--- config.mk ---
export PLATFORM = sky130hd
export DESIGN_NAME = adsr_envelope_level
export DESIGN_NICKNAME = d
export VERILOG_FILES = /design/src/rtl/adsr_pkg.sv /design/src/rtl/adsr_envelope_level.sv
export SDC_FILE = /design/constraint.sdc
export NUM_CORES = 1
export LEC_CHECK = 0
export ABC_AREA = 0
export BUFFER_PORTS_ARGS = -buffer_cell sky130_fd_sc_hd__buf_2
export CORE_ASPECT_RATIO = 0.5
export CORE_MARGIN = 1
export CORE_UTILIZATION = 35
export CTS_CLUSTER_SIZE = 28
export DETAILED_ROUTE_END_ITERATION = 16
export PLACE_DENSITY = 0.48
export SLEW_MARGIN = 20
export SYNTH_ARGS = -nofsm -noshare
export SYNTH_HDL_FRONTEND = slang
export SYNTH_SLANG_ARGS = --single-unit
--- constraint.sdc ---
create_clock -name clk -period 8.6 [get_ports clk]
set_clock_uncertainty 0.1 [all_clocks]
set_input_delay 0.43 -clock clk [delete_from_list [all_inputs] [get_ports clk]]
set_output_delay 0.43 -clock clk [all_outputs]
set_load 0.01 [all_outputs]
--- src/rtl/adsr_pkg.sv ---
// Package for the linear ADSR envelope level shaper.
// Holds the phase codes, sequencer states and configuration register indexes.
// No dependencies.
package adsr_pkg;

    typedef enum logic [2:0] {
        PH_ATTACK  = 3'd0,
        PH_DECAY   = 3'd1,
        PH_SUSTAIN = 3'd2,
        PH_RELEASE = 3'd3,
        PH_BYPASS  = 3'd4
    } phase_t;

    typedef enum logic [2:0] {
        ST_IDLE,
        ST_MUL_T,
        ST_SETUP,
        ST_MUL,
        ST_DIV,
        ST_FINISH
    } state_t;

    localparam int CFG_IDX_BITS = 2;

    typedef enum logic [CFG_IDX_BITS-1:0] {
        REG_ATTACK  = 2'd0,
        REG_DECAY   = 2'd1,
        REG_SUSTAIN = 2'd2,
        REG_RELEASE = 2'd3
    } cfg_reg_t;

endpackage

--- src/rtl/adsr_envelope_level.sv ---
// Linear ADSR envelope level shaper for one voice, top level.
// Bit-serial shift-add multiplier and restoring divider under one sequencer.
// Depends on adsr_pkg.
// Attack and decay items pass ST_MUL_T, ST_SETUP, ST_MUL, ST_DIV and ST_FINISH; sustain
// items skip ST_MUL and ST_DIV, release ramps skip ST_MUL_T, the end of release goes from
// ST_SETUP to ST_FINISH, and bypass goes straight to ST_FINISH.
// One item at a time; the serial multiplier (one bit per cycle) and divider set the rate,
// and a result waiting for out_ready holds the next item back. A new transfer is taken on
// the cycle after the result is loaded into the output register.
// Reset (rst_n low, asynchronous) restores register defaults and clears both stored levels.
module adsr_envelope_level #(
    parameter int TIME_BITS  = 24,
    parameter int LEVEL_BITS = 16
) (
    input  logic                               clk,
    input  logic                               rst_n,
    input  logic                               cfg_wen,
    input  logic [adsr_pkg::CFG_IDX_BITS-1:0]  cfg_index,
    input  logic [((TIME_BITS > LEVEL_BITS + 1) ? TIME_BITS : LEVEL_BITS + 1)-1:0] cfg_data,
    input  logic                               in_valid,
    output logic                               in_ready,
    input  logic [LEVEL_BITS-1:0]              value,
    input  logic                               note_active,
    input  logic                               pressed,
    input  logic [TIME_BITS-1:0]               since_press,
    input  logic [TIME_BITS-1:0]               since_release,
    output logic                               out_valid,
    input  logic                               out_ready,
    output logic [LEVEL_BITS-1:0]              level,
    output adsr_pkg::phase_t                   phase
);
    import adsr_pkg::*;

    localparam int MW = (TIME_BITS > LEVEL_BITS + 1) ? TIME_BITS : LEVEL_BITS + 1;
    localparam int PW = LEVEL_BITS + 1 + MW;
    localparam int CW = $clog2(MW + 1);
    localparam logic [CW-1:0] MUL_LAST = CW'(MW - 1);
    localparam logic [CW-1:0] DIV_LAST = CW'(LEVEL_BITS - 1);
    localparam logic [LEVEL_BITS:0] SUS_ONE = {1'b1, {LEVEL_BITS{1'b0}}};
    localparam logic [LEVEL_BITS:0] SUS_RST = {2'b01, {(LEVEL_BITS-1){1'b0}}};
    localparam logic [TIME_BITS-1:0] ATTACK_RST  = TIME_BITS'(480);
    localparam logic [TIME_BITS-1:0] DECAY_RST   = TIME_BITS'(4800);
    localparam logic [TIME_BITS-1:0] RELEASE_RST = TIME_BITS'(4800);

    state_t                  state_reg, state_next;
    logic [TIME_BITS-1:0]    attack_reg, attack_next;
    logic [TIME_BITS-1:0]    decay_reg, decay_next;
    logic [LEVEL_BITS:0]     sustain_reg, sustain_next;
    logic [TIME_BITS-1:0]    release_reg, release_next;
    logic [LEVEL_BITS-1:0]   start_reg, start_next;
    logic [LEVEL_BITS-1:0]   prev_reg, prev_next;
    logic                    out_valid_reg, out_valid_next;

    logic [LEVEL_BITS-1:0]   val_reg, val_next;
    logic                    prs_reg, prs_next;
    logic [TIME_BITS-1:0]    pt_reg, pt_next;
    logic [TIME_BITS-1:0]    rt_reg, rt_next;
    logic                    byp_reg, byp_next;
    logic [LEVEL_BITS-1:0]   from_reg, from_next;
    logic                    down_reg, down_next;
    phase_t                  phase_reg, phase_next;
    logic [LEVEL_BITS-1:0]   mcand_reg, mcand_next;
    logic [PW-1:0]           prod_reg, prod_next;
    logic [CW-1:0]           cnt_reg, cnt_next;
    logic [TIME_BITS-1:0]    rem_reg, rem_next;
    logic [LEVEL_BITS-1:0]   dq_reg, dq_next;
    logic [TIME_BITS-1:0]    den_reg, den_next;
    logic [LEVEL_BITS-1:0]   level_reg, level_next;
    phase_t                  phase_out_reg, phase_out_next;

    logic [LEVEL_BITS:0]     sus_sat;
    logic [LEVEL_BITS:0]     mul_sum;
    logic [PW-1:0]           mul_prod;
    logic [TIME_BITS:0]      div_sh;
    logic [TIME_BITS:0]      div_dif;
    logic                    div_ge;
    logic [LEVEL_BITS-1:0]   tgt;
    logic [TIME_BITS:0]      dt_ext;
    logic [LEVEL_BITS-1:0]   result;
    logic                    out_free;
    logic [LEVEL_BITS-1:0]   diff;
    logic [TIME_BITS-1:0]    num;
    logic                    go_mul;

    assign in_ready  = (state_reg == ST_IDLE);
    assign out_valid = out_valid_reg;
    assign level     = level_reg;
    assign phase     = phase_out_reg;

    always_comb
    begin
        state_next     = state_reg;
        attack_next    = attack_reg;
        decay_next     = decay_reg;
        sustain_next   = sustain_reg;
        release_next   = release_reg;
        start_next     = start_reg;
        prev_next      = prev_reg;
        out_valid_next = out_valid_reg;
        val_next       = val_reg;
        prs_next       = prs_reg;
        pt_next        = pt_reg;
        rt_next        = rt_reg;
        byp_next       = byp_reg;
        from_next      = from_reg;
        down_next      = down_reg;
        phase_next     = phase_reg;
        mcand_next     = mcand_reg;
        prod_next      = prod_reg;
        cnt_next       = cnt_reg;
        rem_next       = rem_reg;
        dq_next        = dq_reg;
        den_next       = den_reg;
        level_next     = level_reg;
        phase_out_next = phase_out_reg;
        diff           = '0;
        num            = '0;
        go_mul         = 1'b0;

        sus_sat  = (sustain_reg > SUS_ONE) ? SUS_ONE : sustain_reg;
        mul_sum  = {1'b0, prod_reg[PW-2:MW]} + (prod_reg[0] ? {1'b0, mcand_reg} : '0);
        mul_prod = {1'b0, mul_sum, prod_reg[MW-1:1]};
        div_sh   = {rem_reg, dq_reg[LEVEL_BITS-1]};
        div_dif  = div_sh - {1'b0, den_reg};
        div_ge   = (div_sh >= {1'b0, den_reg});
        tgt      = prod_reg[2*LEVEL_BITS-1:LEVEL_BITS];
        dt_ext   = {1'b0, pt_reg} - {1'b0, attack_reg};
        result   = down_reg ? (from_reg - dq_reg) : (from_reg + dq_reg);
        out_free = !out_valid_reg || out_ready;

        if (cfg_wen)
        begin
            case (cfg_reg_t'(cfg_index))
                REG_ATTACK:  attack_next  = cfg_data[TIME_BITS-1:0];
                REG_DECAY:   decay_next   = cfg_data[TIME_BITS-1:0];
                REG_SUSTAIN: sustain_next = cfg_data[LEVEL_BITS:0];
                REG_RELEASE: release_next = cfg_data[TIME_BITS-1:0];
                default:     ;
            endcase
        end

        if (out_ready)
        begin
            out_valid_next = 1'b0;
        end

        case (state_reg)
            ST_IDLE:
            begin
                if (in_valid)
                begin
                    val_next = value;
                    prs_next = pressed;
                    pt_next  = since_press;
                    rt_next  = since_release;
                    if (!note_active)
                    begin
                        byp_next   = 1'b1;
                        from_next  = value;
                        dq_next    = '0;
                        down_next  = 1'b0;
                        phase_next = PH_BYPASS;
                        state_next = ST_FINISH;
                    end
                    else
                    begin
                        byp_next = 1'b0;
                        if ((pressed && since_press == '0) ||
                            (!pressed && since_release == '0))
                        begin
                            start_next = prev_reg;
                        end
                        if (pressed)
                        begin
                            mcand_next = value;
                            prod_next  = PW'(sus_sat);
                            cnt_next   = MUL_LAST;
                            state_next = ST_MUL_T;
                        end
                        else
                        begin
                            state_next = ST_SETUP;
                        end
                    end
                end
            end
            ST_MUL_T:
            begin
                prod_next = mul_prod;
                cnt_next  = cnt_reg - 1'b1;
                if (cnt_reg == '0)
                begin
                    state_next = ST_SETUP;
                end
            end
            ST_SETUP:
            begin
                if (prs_reg)
                begin
                    if (dt_ext[TIME_BITS])
                    begin
                        phase_next = PH_ATTACK;
                        from_next  = start_reg;
                        if (val_reg < start_reg)
                        begin
                            down_next = 1'b1;
                            diff      = start_reg - val_reg;
                        end
                        else
                        begin
                            down_next = 1'b0;
                            diff      = val_reg - start_reg;
                        end
                        num      = pt_reg;
                        den_next = attack_reg;
                        go_mul   = 1'b1;
                    end
                    else if (dt_ext[TIME_BITS-1:0] < decay_reg)
                    begin
                        phase_next = PH_DECAY;
                        from_next  = val_reg;
                        down_next  = 1'b1;
                        diff       = val_reg - tgt;
                        num        = dt_ext[TIME_BITS-1:0];
                        den_next   = decay_reg;
                        go_mul     = 1'b1;
                    end
                    else
                    begin
                        phase_next = PH_SUSTAIN;
                        from_next  = tgt;
                        down_next  = 1'b0;
                        dq_next    = '0;
                    end
                end
                else
                begin
                    phase_next = PH_RELEASE;
                    down_next  = 1'b0;
                    dq_next    = '0;
                    if (rt_reg > release_reg)
                    begin
                        from_next = '0;
                    end
                    else if (release_reg == '0)
                    begin
                        from_next = start_reg;
                    end
                    else
                    begin
                        from_next = start_reg;
                        down_next = 1'b1;
                        diff      = start_reg;
                        num       = rt_reg;
                        den_next  = release_reg;
                        go_mul    = 1'b1;
                    end
                end
                if (go_mul)
                begin
                    mcand_next = diff;
                    prod_next  = PW'(num);
                    cnt_next   = MUL_LAST;
                    state_next = ST_MUL;
                end
                else
                begin
                    state_next = ST_FINISH;
                end
            end
            ST_MUL:
            begin
                prod_next = mul_prod;
                cnt_next  = cnt_reg - 1'b1;
                if (cnt_reg == '0)
                begin
                    rem_next   = mul_prod[LEVEL_BITS+TIME_BITS-1:LEVEL_BITS];
                    dq_next    = mul_prod[LEVEL_BITS-1:0];
                    cnt_next   = DIV_LAST;
                    state_next = ST_DIV;
                end
            end
            ST_DIV:
            begin
                rem_next = div_ge ? div_dif[TIME_BITS-1:0] : div_sh[TIME_BITS-1:0];
                dq_next  = {dq_reg[LEVEL_BITS-2:0], div_ge};
                cnt_next = cnt_reg - 1'b1;
                if (cnt_reg == '0)
                begin
                    state_next = ST_FINISH;
                end
            end
            ST_FINISH:
            begin
                if (out_free)
                begin
                    level_next     = result;
                    phase_out_next = phase_reg;
                    out_valid_next = 1'b1;
                    if (!byp_reg)
                    begin
                        prev_next = result;
                    end
                    state_next = ST_IDLE;
                end
            end
            default:
            begin
                state_next = ST_IDLE;
            end
        endcase
    end

    always_ff @(posedge clk or negedge rst_n)
    begin
        if (!rst_n)
        begin
            state_reg     <= ST_IDLE;
            attack_reg    <= ATTACK_RST;
            decay_reg     <= DECAY_RST;
            sustain_reg   <= SUS_RST;
            release_reg   <= RELEASE_RST;
            start_reg     <= '0;
            prev_reg      <= '0;
            out_valid_reg <= 1'b0;
        end
        else
        begin
            state_reg     <= state_next;
            attack_reg    <= attack_next;
            decay_reg     <= decay_next;
            sustain_reg   <= sustain_next;
            release_reg   <= release_next;
            start_reg     <= start_next;
            prev_reg      <= prev_next;
            out_valid_reg <= out_valid_next;
        end
    end

    always_ff @(posedge clk)
    begin
        val_reg       <= val_next;
        prs_reg       <= prs_next;
        pt_reg        <= pt_next;
        rt_reg        <= rt_next;
        byp_reg       <= byp_next;
        from_reg      <= from_next;
        down_reg      <= down_next;
        phase_reg     <= phase_next;
        mcand_reg     <= mcand_next;
        prod_reg      <= prod_next;
        cnt_reg       <= cnt_next;
        rem_reg       <= rem_next;
        dq_reg        <= dq_next;
        den_reg       <= den_next;
        level_reg     <= level_next;
        phase_out_reg <= phase_out_next;
    end

    a_div_rem_bound: assert property (@(posedge clk) disable iff (!rst_n)
        (state_reg == ST_DIV) |-> (rem_reg < den_reg))
        else $error("divider remainder not below divisor");

    a_no_underflow: assert property (@(posedge clk) disable iff (!rst_n)
        (state_reg == ST_FINISH && down_reg) |-> (dq_reg <= from_reg))
        else $error("ramp step exceeds start level");

    a_no_overflow: assert property (@(posedge clk) disable iff (!rst_n)
        (state_reg == ST_FINISH && !down_reg) |->
        (({1'b0, from_reg} + {1'b0, dq_reg}) <= {1'b0, {LEVEL_BITS{1'b1}}}))
        else $error("ramp step overflows level");

    a_out_from_finish: assert property (@(posedge clk) disable iff (!rst_n)
        $rose(out_valid_reg) |-> $past(state_reg == ST_FINISH))
        else $error("result raised outside finish state");

endmodule

# Yosys cells after proc, flatten, opt, wreduce, memory -nomap -nowiden
# Cells that the tools add are included.
# Widths: inputs -> output; s select.
# word_totals
out_inout_bits	21
ff_bits	355
# classes
n_reduce_logical	35
muxes	83
add_sub_neg	9
order_cmp	5
bitwise	1
eq_ne	22
# ops
cell	n
$mux 16	24
$mux 24	12
$mux 40	4
$pmux 40 s3	1
$logic_not 24->1	3
$pmux 16 s2	2
$pmux 16 s4	1
$sub 16x16->16	4
$pmux 24 s2	1
$mux 3	10
$ge 25x24->1	1
$mux 5	5
$sub 24x24->25	1
$gt 24x24->1	1
$lt 24x24->1	1
$sub 24x24->24	1
$pmux 5 s4	1
$reduce_and 5->1	4
$ne 2x2->1 const B	9
$pmux 3 s6	1
$add 16x16->17	1
$gt 17x17->1 const B	1
$mux 17	1
$add 16x16->16	1
other kinds (29)	64

# Depth between registers and ports, before layout
# Gate-level depths: netlist (run 1).
# depth
depth_word	8
ltp_mapped	22
depth_no_buf	20

# Least setup slack after synthesis (run 1)
# Ideal clock, no wire load.
# synth_path
path_type	flip-flop to flip-flop
from	register pt_reg[0]
to	register prod_reg[0] (enable)
synth_period_minus_slack_ps	5830
t_arrival_ps	5292
path_stages_with_launch	21
required_time_ps	8063
n_path_buf	0
setup_time_ps	437
slack_ps	2770
cell_sequence	edfxtp_1 -> inv_1 -> ha_1 -> inv_1 -> fa_1 -> a211oi_1 -> o211ai_1 -> a31oi_1 -> o21a_1 -> o21a_1 -> nor2_1 -> a21oi_1 -> xnor2_1 -> ha_1 -> a2111oi_0 -> nand2b_1 -> o21ai_0 -> a31oi_1 -> a21oi_2 -> nor3_2 -> nor2_1
# synth_via
elab_chain_len	8
# synth_lines
element	line_no	text
start: declaration	adsr_envelope_level.sv:56	logic [TIME_BITS-1:0] pt_reg, pt_next;
start signal: assignment	adsr_envelope_level.sv:344	pt_reg <= pt_next;
$sub 24x24->25 *	adsr_envelope_level.sv:127	dt_ext = {1'b0, pt_reg} - {1'b0, attack_reg};
$lt 24x24->1	adsr_envelope_level.sv:218	else if (dt_ext[TIME_BITS-1:0] < decay_reg)
$mux 1	adsr_envelope_level.sv:218	
$mux 1 *	adsr_envelope_level.sv:200	if (dt_ext[TIME_BITS])
$mux 1 *	adsr_envelope_level.sv:198	if (prs_reg)
$mux 1 *	adsr_envelope_level.sv:147	case (state_reg)
$ne 2x2->1 (no line) *	n/a	
$reduce_and 5->1 (no line) *	n/a	
end signal: assignment	adsr_envelope_level.sv:351	prod_reg <= prod_next;
end: declaration	adsr_envelope_level.sv:63	logic [PW-1:0] prod_reg, prod_next;
# Every way passes the cells marked *; elsewhere a longest branch is shown, timed or not. The select of a mux whose other input is x is not followed.
# A chain may end at the register's enable or synchronous reset.

# Worst setup path after layout (run 1)
# layout_path
from	register pt_reg[0]
to	register prod_reg[20] (enable)
# Same word-level chain as after synthesis.

==> flow_summary.ini, run 1 <==
[clock_tree]
clkLatencyLatePin_ns = 0.56
cts.htree.levels = 2
cts_buffers = 38
cts_resized = 0
clkSlewWorstSetupHoldPaths_ns = 0.07
cts_tree = yes
cts_buffer_depth = 3
clkSinkCount = 355
root_buffer = clkbuf_16

[finish]
drive_gt1_share_pct = 15.4
n_fill_cell = 6040
largest_reg_flops = 40
area_delta_synth_final_pct = 15.5
antenna_cells = 0
fin_nets = 2614
stdcell_area_mm2 = 0.0257
post-route-util_pct = 41.5

[power]
powerDensity_mw_per_mm2 = 258
leakage_nw = 10.7
vdd_drop_max_mv = 0.130

[logic_synthesis]
synth.area.top_cells = edfxtp_1 (31%), dfrtp_1 (13%), ha_1 (9.8%)
yosysTopAreaCell = edfxtp_1
synthFlopType = edfxtp_1
syn_area_mm2 = 0.0222
synthArstFlopShare_pct = 35.2
synth_compound_area_share_pct = 17.0
yosysWarnings = 0
synth_edf_count = 230
yosys.area_share.simple_pct = 11.9
synth_seq_cells = 355
yosysTopAreaCellShare_pct = 31.1
synth_top_family_by_area = compound AO/OA/AOI/OAI gates
synth_fp_nets = 2451
avgSynthCellArea_um2 = 10.2
synth-xor-area-share_pct = 4.38
ys_seq_area_share_pct = 45.2
syn_inst = 2173
synth_mux_area_share_pct = 6.40
yosys.area_share.adder_pct = 10.4
yosys.cell_types.count = 80

[placed_design]
gp_congestion = 0.915
dpl_cell_area_mm2 = 0.0238
port_buffers = 117
hpwl_um = 55000

[detailed_routing]
met2_length_um = 31600
dr.max_layer_used = met4
drt-met1-wl_um = 35900
final_antenna_net_count = 0
drt-initial-drc-count = 1375
wire_per_inst_um = 22.9
wl_met3_um = 4460
dr.pass1.iters = 5
via_per_inst = 5.48
totalWireLength_um = 73200
drc = 0
vias = 17500

[floorplanning]
io-pin-count = 118
initial_core_util_pct = 35.9
die_h_um = 180
row_count = 64
die_x_um = 358
die_area_mm2 = 0.0646
coreArea_mm2 = 0.0619

[timing]
min_period_ns = 6.33
slew_violations = 0
worst_pin_slew_ns = 1.05
finalSetupViolCount = 0
period_share_pct = 73.7
max_freq_mhz = 158
rsz0062_at_grt = no
relSlewSlack_pct = 29.4
setup_tns_ns = 0
hold_slack_ns = 0.0121
timing_hold_violations_final = 0

[global_routing]
grt_start_max_net_pins = 81
grt_pass1_vias = 17000
grt_overflow = 0
grt_pass1_wl_um = 109000
grt_antenna_before_repair = 3
grt_util_all_layers_pct = 22.5

[outcome]
outcome = complete, no violations

[setup_path]
path_class = register to register
worstPathArrival_ns = 6.46
critPathCaptureType = register
worstPathRequired_ns = 8.72
startpoint_type = register
critical_path.max_fanout = 23

[worst_hold_path]
min_path_type = primary input to register

[run]
max_cap_viol_count = 0
## routing by layer
metal | global-route usage, % | up-vias
met3 | 4.18 | 69
li1 | - | 8311
met5 | 0 | -
met2 | 34.0 | 463
met1 | 33.4 | 8647
met4 | 4.41 | 0
## stage by stage
step	setup WS, ns	instances	power (mW)
after floorplan	2.77	2173	4.03
after global placement	2.39	3061	4.83
after detailed placement	2.33	3061	4.85
after CTS	2.29	3189	6.64
after global routing	1.77	3189	7.01
final	2.27	3189	6.62
## cells by family after synthesis
logic type      count (synthesis)
simple gates                  569
compound gates                562
flops                         355
buf+inv                       266
fa+ha+maj                     181
mux                           129
xor+xnor                      111
## final cells by class
cell class | count | area, µm² | area share (%)
sequential | 355 | 10100 | 39.2
clock buffer | 48 | 1040 | 4.05
clock inverter | 20 | 240 | 0.936
timing repair buffer | 207 | 1420 | 5.52
inverter | 182 | 683 | 2.66
multi-input combinational | 1552 | 11200 | 43.7
tap | 825 | 1030 | 4.02
## repair_timing
action | in CTS | in global routing
hold buffers | 60 | 0
setup buffers | 0 | 0
hold endpoints to repair | 138 | 0
## final timing paths
path	startpoint	to	slack (ns)	cells past startpoint
max reg2reg	pt_reg[0]	prod_reg[20]	2.27	22
max in group asynchronous	rst_n	release_reg[14]	6.78	3
min in group asynchronous	rst_n	start_reg[9]	0.39	2
min reg2reg	phase_reg[1]	phase[1]	0.32	0
min	value[1]	val_reg[1]	0.01	1
max	pt_reg[0]	prod_reg[20]	2.27	22
## layout by cell type, fill, tap and decap left out, drive strengths merged, types with 48 or more instances in the layout
master and n:
edfxtp 230, nand2 185, inv 184, ha 174, nor2 163, buf 147
o21ai 135, a21oi 120, dfrtp 112, mux2 104, xnor2 64, dlygate4sd3 60
a31oi 51, clkbuf 48
## Yosys cell counts (11+ instances only)
cell type  instances
edfxtp_1         230
nand2_1          185
inv_1            182
ha_1             174
nor2_1           161
a21oi_1          118
o21ai_0          116
dfrtp_1          112
mux2_2           104
xnor2_1           64
clkbuf_1          63
a31oi_1           51
xor2_1            47
a21o_1            46
nor3_1            45
nand3_1           29
a22oi_1           27
nor4_1            26
mux2i_1           25
a222oi_1          23
and2_1            22
nand2b_1          20
o21a_1            20
nor2b_1           19
o21ai_1           17
a22o_1            15
buf_2             14
dfstp_2           13
nand4_1           13
o211ai_1          12
a211oi_1          11
a221o_1           11
a221oi_1          11
and3_1            11
o21bai_1          11
## worst max-delay path, stage by stage (launching register included)
cell       delay, ns
edfxtp_1        0.39
inv_1           0.07
ha_1            0.15
inv_1           0.05
fa_1            0.43
a211oi_1        0.36
o211ai_1        0.20
a31oi_1         0.29
o21a_1          0.23
o21a_1          0.17
nor2_1          0.07
a21oi_1         0.21
xnor2_1         0.17
ha_1            0.28
a2111oi_0       0.79
nand2b_1        0.10
o21ai_0         0.17
a31oi_4         0.04
buf_4           0.30
a21oi_2         0.25
nor3_2          0.11
nor2_4          0.56
buf_4           0.44
## report_power, final
group	internal (mW)	switching, mW	total (mW)
combinational	0.929	1.38	2.31
sequential	2.25	0.327	2.57
clock	1.01	0.733	1.74
total	4.19	2.44	6.62
Note: power is estimated with default switching activity, not from simulation.
==> inputs of run 2 (changes only) <==
Clock period 8.6 ns to 6 ns, I/O delays scaled along.
==> flow_summary.ini, run 2 (synthesis gave the netlist of run 1 again) <==
[outcome]
outcome = complete, no violations

[power]
internal-power_mw = 6.00
vdd_drop_max_mv = 0.170
leakage_nw = 10.8
p_seq_share_pct = 39.0
power_frac_comb_pct = 35.1
powerDensity_mw_per_mm2 = 364
p_total_mw = 9.50
p_clk_share_pct = 25.9
power_switching_mw = 3.50
sw_frac_of_total_pct = 36.9

[floorplanning]
coreArea_mm2 = 0.0619
die_area_mm2 = 0.0646
die_x_um = 358
initial_core_util_pct = 35.9
die_h_um = 180
row_count = 64
io-pin-count = 118

[timing]
max_freq_mhz = 179
relSlewSlack_pct = 32.4
period_share_pct = 93.2
finalSetupViolCount = 0
rsz0062_at_grt = no
setup_tns_ns = 0
slew_violations = 0
hold_slack_ns = 0.140
timing_hold_violations_final = 0
min_period_ns = 5.59
worst_pin_slew_ns = 1.01

[detailed_routing]
wire_per_inst_um = 22.7
via_per_inst = 5.42
dr.pass1.iters = 5
vias = 17500
drt-initial-drc-count = 1402
final_antenna_net_count = 0
totalWireLength_um = 73300
drc = 0

[clock_tree]
cts.htree.levels = 2
clkSinkCount = 355
clkSlewWorstSetupHoldPaths_ns = 0.07
clkLatencyLatePin_ns = 0.57
cts_buffers = 38
cts-hold-fix-buffers = 92
cts_resized = 0
cts_buffer_depth = 3
root_buffer = clkbuf_16
post_cts_buffers = 0
cts_tree = yes

[finish]
drive_gt1_share_pct = 15.4
largest_reg_flops = 40
layout_commonest_cell = edfxtp_1
area_delta_synth_final_pct = 17.3
fin_nets = 2656
final_cell_mix = edfxtp_1 (230), nand2_1 (185), inv_1 (181)
instances_no_fill = 3230

[setup_path]
critical_path.max_fanout = 16
worstPathArrival_ns = 5.71
path_buf_inv = 4
critical_path.top_delay_family = compound AO/OA/AOI/OAI gates
slowest_delay_ns = 0.43
startpoint_type = register
critPathSlowestCell = a211oi_1
worstPathRequired_ns = 6.12
crit_chain = inv_1 > ha_1 > inv_1 > fa_1 > a211oi_1 > o211ai_1 > a31oi_1 > o21a_1 > o21a_1 > nor2_1 > a21oi_1 > xnor2_1 > ha_1 > a2111oi_0 > buf_4 > nand2b_1 > o21ai_0 > a31oi_4 > a21oi_2 > nor3_2 > a2111oi_4 > buf_4
critPathCaptureType = register
path_class = register to register

[worst_hold_path]
min_path_type = primary input to asynchronous set/reset pin

[global_routing]
grt_start_max_net_pins = 57
grt_antenna_before_repair = 7
grt_util_all_layers_pct = 22.6
grt_pass1_vias = 16900
grt_pass1_wl_um = 109000
grt_overflow = 0

[placed_design]
dp.cells = 3070
hpwl_um = 55600
port_buffers = 117
gp_congestion = 0.892

[run]
max_cap_viol_count = 0
-- run 2: routing by layer --
layer | track usage [%] | vias up | routed length, µm
li1 | - | 8391 | -
met1 | 33.4 | 8540 | 35900
met2 | 33.4 | 477 | 31300
met3 | 4.77 | 91 | 4750
met4 | 5.00 | 6 | 1370
met5 | 0 | - | 34
-- run 2: final timing paths --
check / startpoint / endpoint / slack, ns / depth (start not counted)
max: pt_reg[0] / mcand_reg[13] / 0.41 / 22
min: rst_n / prev_reg[11] / 0.14 / 2
max reg2reg: pt_reg[0] / mcand_reg[13] / 0.41 / 22
min reg2reg: phase_reg[2] / phase[2] / 0.32 / 0
max in group asynchronous: rst_n / sustain_reg[3] / 4.06 / 4
min in group clk: in_valid / state_reg[0] / 0.17 / 5
-- run 2: per-stage QoR --
stage	util, %	setup WS (ns)	area, µm²
floorplan	-	0.170	22200
global placement	38.6	0.605	23900
detailed placement	38.6	0.549	23900
CTS	42.1	0.461	26000
global route	42.1	0.179	26100
finish	42.1	0.410	26100
-- run 2: area by class of cell --
class | instances | area (µm²)
fillers | 6040 | 35800
multi-input cells | 1552 | 11200
flip-flops and latches | 355 | 10100
repair buffers | 249 | 1840
well taps | 825 | 1030
clock buffers | 44 | 993
inverters | 182 | 683
clock inverters | 21 | 255
diodes | 2 | 5.00
-- run 2: power groups by stage --
stage	registers, mW	clock network, mW	logic [mW]
4_1_cts	3.68	2.52	3.31
6_report	3.70	2.46	3.33
3_5_place_dp	3.73	0	3.25
3_3_place_gp	3.73	0	3.23
2_1_floorplan	3.45	0	2.32
5_1_grt	3.74	2.61	3.71
